--- src/hdl/wipa_pkg.sv ---
package wipa_pkg;

  localparam int unsigned SampleWidth = 16;
  localparam int unsigned CfgWidth    = 16;
  localparam int unsigned CfgIdxWidth = 3;

  localparam logic [CfgIdxWidth-1:0] RegQuantity = 3'd0;
  localparam logic [CfgIdxWidth-1:0] RegNormMode = 3'd1;
  localparam logic [CfgIdxWidth-1:0] RegPlanar   = 3'd2;
  localparam logic [CfgIdxWidth-1:0] RegAvgU     = 3'd3;
  localparam logic [CfgIdxWidth-1:0] RegAvgV     = 3'd4;
  localparam logic [CfgIdxWidth-1:0] RegAvgW     = 3'd5;
  localparam logic [CfgIdxWidth-1:0] RegAvgP     = 3'd6;

  localparam logic [2:0] QtyU  = 3'd0;
  localparam logic [2:0] QtyV  = 3'd1;
  localparam logic [2:0] QtyW  = 3'd2;
  localparam logic [2:0] QtyP  = 3'd3;
  localparam logic [2:0] QtyKe = 3'd4;
  localparam logic [2:0] QtyQ  = 3'd5;

  localparam logic [1:0] NormNone   = 2'd0;
  localparam logic [1:0] NormLocal  = 2'd1;
  localparam logic [1:0] NormGlobal = 2'd2;

  localparam logic [15:0] AvgReset = 16'd4096;

  typedef struct packed {
    logic signed [SampleWidth-1:0] a_u;
    logic signed [SampleWidth-1:0] a_v;
    logic signed [SampleWidth-1:0] a_w;
    logic signed [SampleWidth-1:0] a_p;
    logic signed [SampleWidth-1:0] b_u;
    logic signed [SampleWidth-1:0] b_v;
    logic signed [SampleWidth-1:0] b_w;
    logic signed [SampleWidth-1:0] b_p;
    logic [63:0]                   rms_packed;
    logic [31:0]                   cell_volume;
    logic                          last_point;
  } point_t;

  typedef struct packed {
    logic signed [63:0] dot_sum;
    logic               saturated;
    logic               zero_divisor;
  } result_t;

  // configuration snapshot taken with each point
  typedef struct packed {
    logic [2:0]  quantity;
    logic [1:0]  norm_mode;
    logic        planar_mode;
    logic [15:0] avg_u;
    logic [15:0] avg_v;
    logic [15:0] avg_w;
    logic [15:0] avg_p;
  } cfg_t;

  typedef struct packed {
    point_t pt;
    cfg_t   cfg;
    logic   valid_combo;
  } job_t;

  function automatic logic [63:0] mag64(input logic signed [63:0] x);
    mag64 = x[63] ? (64'd0 - 64'(x)) : 64'(x);
  endfunction

  // saturating signed add, returns {sat, sum}
  function automatic logic [64:0] sat_add(input logic signed [63:0] a,
                                          input logic signed [63:0] b);
    logic [63:0] r;
    r = 64'(a) + 64'(b);
    if (a[63] == b[63] && r[63] != a[63]) begin
      sat_add = {1'b1, a[63] ? 64'h8000_0000_0000_0000 : 64'h7fff_ffff_ffff_ffff};
    end else begin
      sat_add = {1'b0, r};
    end
  endfunction

  // magnitude (128 bits) plus sign to signed 64 with saturation, returns {sat, value}
  function automatic logic [64:0] to_signed(input logic [127:0] m, input logic neg);
    logic [63:0] top;
    top = 64'h8000_0000_0000_0000;
    if (m[127:64] != 64'd0 || m[63:0] > top || (!neg && m[63:0] == top)) begin
      to_signed = {1'b1, neg ? 64'h8000_0000_0000_0000 : 64'h7fff_ffff_ffff_ffff};
    end else begin
      to_signed = {1'b0, neg ? (64'd0 - m[63:0]) : m[63:0]};
    end
  endfunction

endpackage

--- src/hdl/wipa_stream_if.sv ---
interface wipa_stream_if #(type T = logic);
  logic valid;
  logic ready;
  T     data;
  modport source (output valid, output data, input ready);
  modport sink   (input valid, input data, output ready);
endinterface

--- src/hdl/wipa_front.sv ---
// accepts points, snapshots config, classifies, two-entry queue to the back end
module wipa_front (
  input  logic           clk_i,
  input  logic           rst_ni,
  wipa_stream_if.sink    in_s,
  input  wipa_pkg::cfg_t cfg_i,
  input  logic           deq_i,
  output logic           job_valid_o,
  output wipa_pkg::job_t job_o
);
  import wipa_pkg::*;

  job_t       mem_q [2];
  logic       wr_q, rd_q;
  logic [1:0] cnt_q;
  logic       vld;
  logic       enq;

  assign in_s.ready = cnt_q != 2'd2;
  assign enq        = in_s.valid && in_s.ready;

  always_comb begin
    vld = cfg_i.quantity <= QtyQ && cfg_i.norm_mode <= NormGlobal &&
          !(cfg_i.quantity == QtyW && cfg_i.planar_mode) &&
          !(cfg_i.norm_mode == NormGlobal && cfg_i.quantity < QtyKe);
  end

  always_ff @(posedge clk_i or negedge rst_ni) begin
    if (!rst_ni) begin
      wr_q  <= 1'b0;
      rd_q  <= 1'b0;
      cnt_q <= '0;
    end else begin
      if (enq) wr_q <= !wr_q;
      if (deq_i) rd_q <= !rd_q;
      cnt_q <= cnt_q + 2'(enq) - 2'(deq_i);
    end
  end

  always_ff @(posedge clk_i) begin
    if (enq) mem_q[wr_q] <= '{pt: in_s.data, cfg: cfg_i, valid_combo: vld};
  end

  assign job_valid_o = cnt_q != 2'd0;
  assign job_o       = mem_q[rd_q];

`ifndef SYNTHESIS
  a_no_overflow: assert property (@(posedge clk_i) disable iff (!rst_ni)
    cnt_q == 2'd2 |-> !enq) else $error("queue overflow");
  a_no_underflow: assert property (@(posedge clk_i) disable iff (!rst_ni)
    deq_i |-> cnt_q != 2'd0) else $error("queue underflow");
  a_cnt_range: assert property (@(posedge clk_i) disable iff (!rst_ni)
    cnt_q <= 2'd2) else $error("count out of range");
`endif
endmodule

--- src/flat_wrapper.sv ---
// flat-port wrapper written by rule: the top's interface ports become plain ports
module wipa_front_flat import wipa_pkg::*;
  (clk_i, rst_ni, cfg_i, deq_i, job_valid_o, job_o, in_s_valid, in_s_data, in_s_ready);
  wipa_stream_if in_s_i ();
  input  logic clk_i;
  input  logic rst_ni;
  input  wipa_pkg::cfg_t cfg_i;
  input  logic deq_i;
  output logic job_valid_o;
  output wipa_pkg::job_t job_o;
  input wire logic [$bits(in_s_i.valid)-1:0] in_s_valid;
  input wire logic [$bits(in_s_i.data)-1:0] in_s_data;
  output wire logic [$bits(in_s_i.ready)-1:0] in_s_ready;
  assign in_s_i.valid = in_s_valid;
  assign in_s_i.data = in_s_data;
  assign in_s_ready = in_s_i.ready;
  wipa_front u_core (.clk_i(clk_i), .rst_ni(rst_ni), .in_s(in_s_i), .cfg_i(cfg_i), .deq_i(deq_i), .job_valid_o(job_valid_o), .job_o(job_o));
endmodule
--- config.mk ---
export PLATFORM = sky130hd
export DESIGN_NAME = wipa_front_flat
export DESIGN_NICKNAME = d
export VERILOG_FILES = /design/src/hdl/wipa_pkg.sv /design/src/hdl/wipa_stream_if.sv /design/src/hdl/wipa_front.sv /design/src/flat_wrapper.sv
export SDC_FILE = /design/constraint.sdc
export NUM_CORES = 1
export LEC_CHECK = 0
export ABC_AREA = 1
export BUFFER_PORTS_ARGS = -buffer_cell sky130_fd_sc_hd__buf_2
export CAP_MARGIN = 0
export CORE_AREA = 8 8 138 140
export DETAILED_ROUTE_END_ITERATION = 12
export DIE_AREA = 0 0 146 148
export GPL_TIMING_DRIVEN = 0
export PLACE_DENSITY = 0.79
export RECOVER_POWER = 25
export SLEW_MARGIN = 0
export SYNTH_ARGS = -nofsm -noshare
export SYNTH_HDL_FRONTEND = slang
export SYNTH_SLANG_ARGS = --single-unit
export TNS_END_PERCENT = 5
--- constraint.sdc ---
create_clock -name clk_i -period 12.72 [get_ports clk_i]
set_input_delay 0.636 -clock clk_i [delete_from_list [all_inputs] [get_ports clk_i]]
set_output_delay 0.636 -clock clk_i [all_outputs]
set_load 0.05 [all_outputs]
==> results.md <==
- Post-CTS Resized: 0
- Final worst-path cycle share: 0.1902
- Number of synthesized flops with an enable pin: 144
- Hpwl dp: 14.37 mm
- Synth Instances: 637
- Post-synthesis register bit count: 148
- Avg WL per Cell: 14.08 µm
- Req. time, crit path: 12.08 ns
- Lkg Pwr: 5.068 nW
- DRT iter0 DRCs: 161
- Async set or reset register ratio after synthesis: 0.02703
- Post-Syn Area: 7294 µm²
- Synth warnings: 0
- Root buf cell: clkbuf_16
- Placed Cells: 1,236
- Slew Limit Headroom: 0.6508
- Core region area: 16,940 µm²
- Antenna-violating nets left: 0
- Number of I/O pins: 373
- Synth-to-layout area growth: 34.85%
- Peak supply drop: 195.7 µV
- Synth cell types: 18
- Hold_buf cts: 0
- Setup TNS Final: 0 ns
- Post-Layout Cell Count: 1,268
- MaxCap Viol Count: 0
- Crit path kind: reg2out
- Port Buf Inserts: 148
- Worst Hold Class: in2async
- Main synth FF type: edfxtp_1
- Clock tree from TritonCTS: done
- Starting density of the core: 0.4307
- Via density: 3.759
- Unrepaired setup endpoints after global routing: no
- Congestion Overflow GR: 0
- H-tree depth: 4
- Status: finished, final reports clean
- Fin. Hold Viols: 0
- Slew at the pin closest to its max-slew limit: 0.5225 ns
- Fmax: 413.4 MHz
- Die height: 148 µm
- DRT Wirelength: 17.86 mm
- Worst Setup Start Kind: flip-flop
- Die span in x: 146 µm
- DRC viols: 0
- CP endpoint kind: primary output
- Via count: 4,766
- Register area share after synthesis: 0.6065
- N_diodes: 0
- DRT Pass-1 Iters: 4
- Clock Skew: 0.008775 ns
- Final net count: 1,107
- Global-route usage over all layers: 0.1573
- Post CTS Setup Buffer Count: 0
- Synth area leaders: edfxtp_1 59%, buf_4 23%, inv_1 4.3%
- Syn_area_per_cell: 11.45 µm²
- CP arrival: 1.78 ns
- Slew Viols, Final: 0
- Clock slew at reported path FFs: 0.06 ns
- Cell area power density: 237.7 nW/µm²
- CTS sink cnt: 148
- Clk buf depth: 2
- CP max FO: 10
- Initial antenna violation count: 2
- Yosys top cell by area: edfxtp_1
- Num CTS Buffers: 17
- Tmin final: 2.419 ns
- First-pass GRT wire length: 26.35 mm
- Vias in the first global route: 4,532
- Count leader, synth: buf_4
- Clock latency on the worst-skew pair: 0.41 ns
- Largest net degree at the start of global routing: 58
- Tot Pwr: 2.339 mW
- Synth top area share: 0.5928
- Layout cells sized above 1: 0.3969
- Final Setup Violations: 0
- Die area: 21,610 µm²
- GPL Wtd Cong: 0.7756
- Most frequent cells after synthesis: 225 x buf_4, 144 x edfxtp_1, 84 x inv_1, 84 x nand2_1, 52 x o21ai_0
- Core Rows: 48
flip-flops by register name, indices dropped and copies added, names as in the netlist:
register	count
u_core.rd_q	1
u_core.cnt_q	2
u_core.wr_q	1
u_core.mem_q	144
metal layers:
metal | global-route usage | vias to the layer above | part of all wire
met3 | 0.07215 | 17 | 0.10
met5 | 0 | - | 0.0012
li1 | - | 2395 | -
met1 | 0.1520 | 2129 | 0.33
met2 | 0.2942 | 221 | 0.55
met4 | 0.04585 | 4 | 0.0096
cell usage in the layout (no fill, tap or decap):
cell	instances
bufinv_16	3
inv_4	1
buf_4	225
clkbuf_16	17
buf_6	6
buf_2	143
a21oi_1	2
nand3_1	2
o21ai_0	52
inv_8	3
buf_12	2
nor2_4	1
conb_1	224
inv_6	5
edfxtp_1	144
o21ai_1	17
o21ai_2	3
clkbuf_1	14
clkinvlp_4	2
xor2_1	1
ha_1	2
buf_16	1
inv_1	83
clkinv_2	1
buf_8	1
nand2_1	84
dfrtp_1	4
final timing paths:
| check | startpoint | cells past startpoint | end | slack (ns) |
|---|---|---|---|---|
| max | u_core.rd_q$_DFFE_PN0P_ | 4 | job_o[4] | 10.30 |
| min | rst_ni | 1 | u_core.wr_q$_DFFE_PN0P_ | 0.05 |
| max reg2reg | u_core.cnt_q[1]$_DFF_PN0_ | 5 | u_core.mem_q[1][34]$_DFFE_PP_ | 10.81 |
| min reg2reg | u_core.wr_q$_DFFE_PN0P_ | 2 | u_core.wr_q$_DFFE_PN0P_ | 0.48 |
| max in group asynchronous | rst_ni | 1 | u_core.rd_q$_DFFE_PN0P_ | 12.48 |
| min in group clk_i | cfg_i[47] | 1 | u_core.mem_q[0][48]$_DFFE_PP_ | 0.41 |
area by class of cell:
| class | instances | area (µm²) |
|---|---|---|
| clock inverter | 14 | 187.7 |
| tap | 225 | 281.5 |
| sequential | 148 | 4424 |
| clock buffer | 18 | 429.2 |
| multi-input combinational | 388 | 1593 |
| buffer | 240 | 1807 |
| inverter | 84 | 317.8 |
| fill | 1370 | 7099 |
| timing repair buffer | 151 | 797.0 |
cell families (layout without fill, tap and decap cells):
family                   Yosys count  count (layout)  share of synthesized area
buffers and inverters            324             507                     0.2909
flip-flops                       148             148                     0.6065
AND/OR/NAND/NOR                   87              87                    0.04511
AO/OA/AOI/OAI                     74              74                    0.05232
adder cells (fa/ha/maj)            2               2                   0.003430
other                              1             224                  0.0005141
XOR/XNOR                           1               1                   0.001201
worst max-delay path, cell delays in order (launching register included):
cell	delay, ns
dfrtp_1	0.37
buf_6	0.15
clkbuf_1	0.20
o21ai_0	0.33
buf_2	0.33
power breakdown:
group	switching, mW	internal, mW
combinational	0.896	0.239
clock	0.200	0.315
sequential	0.0239	0.664
total	1.12	1.22
stage by stage:
step           hold slack [ns]    util  setup slack [ns]  area, µm²
2_1_floorplan           0.3404       -             8.270       8132
3_3_place_gp            0.4475  0.5405             6.782       9154
3_5_place_dp            0.4460  0.5451             10.57       9231
4_1_cts               0.008272  0.5815             10.25       9848
5_1_grt                0.05211  0.5808             10.22       9837
6_report               0.05134  0.5808             10.30       9837
Note: power is estimated with default switching activity, not from simulation.
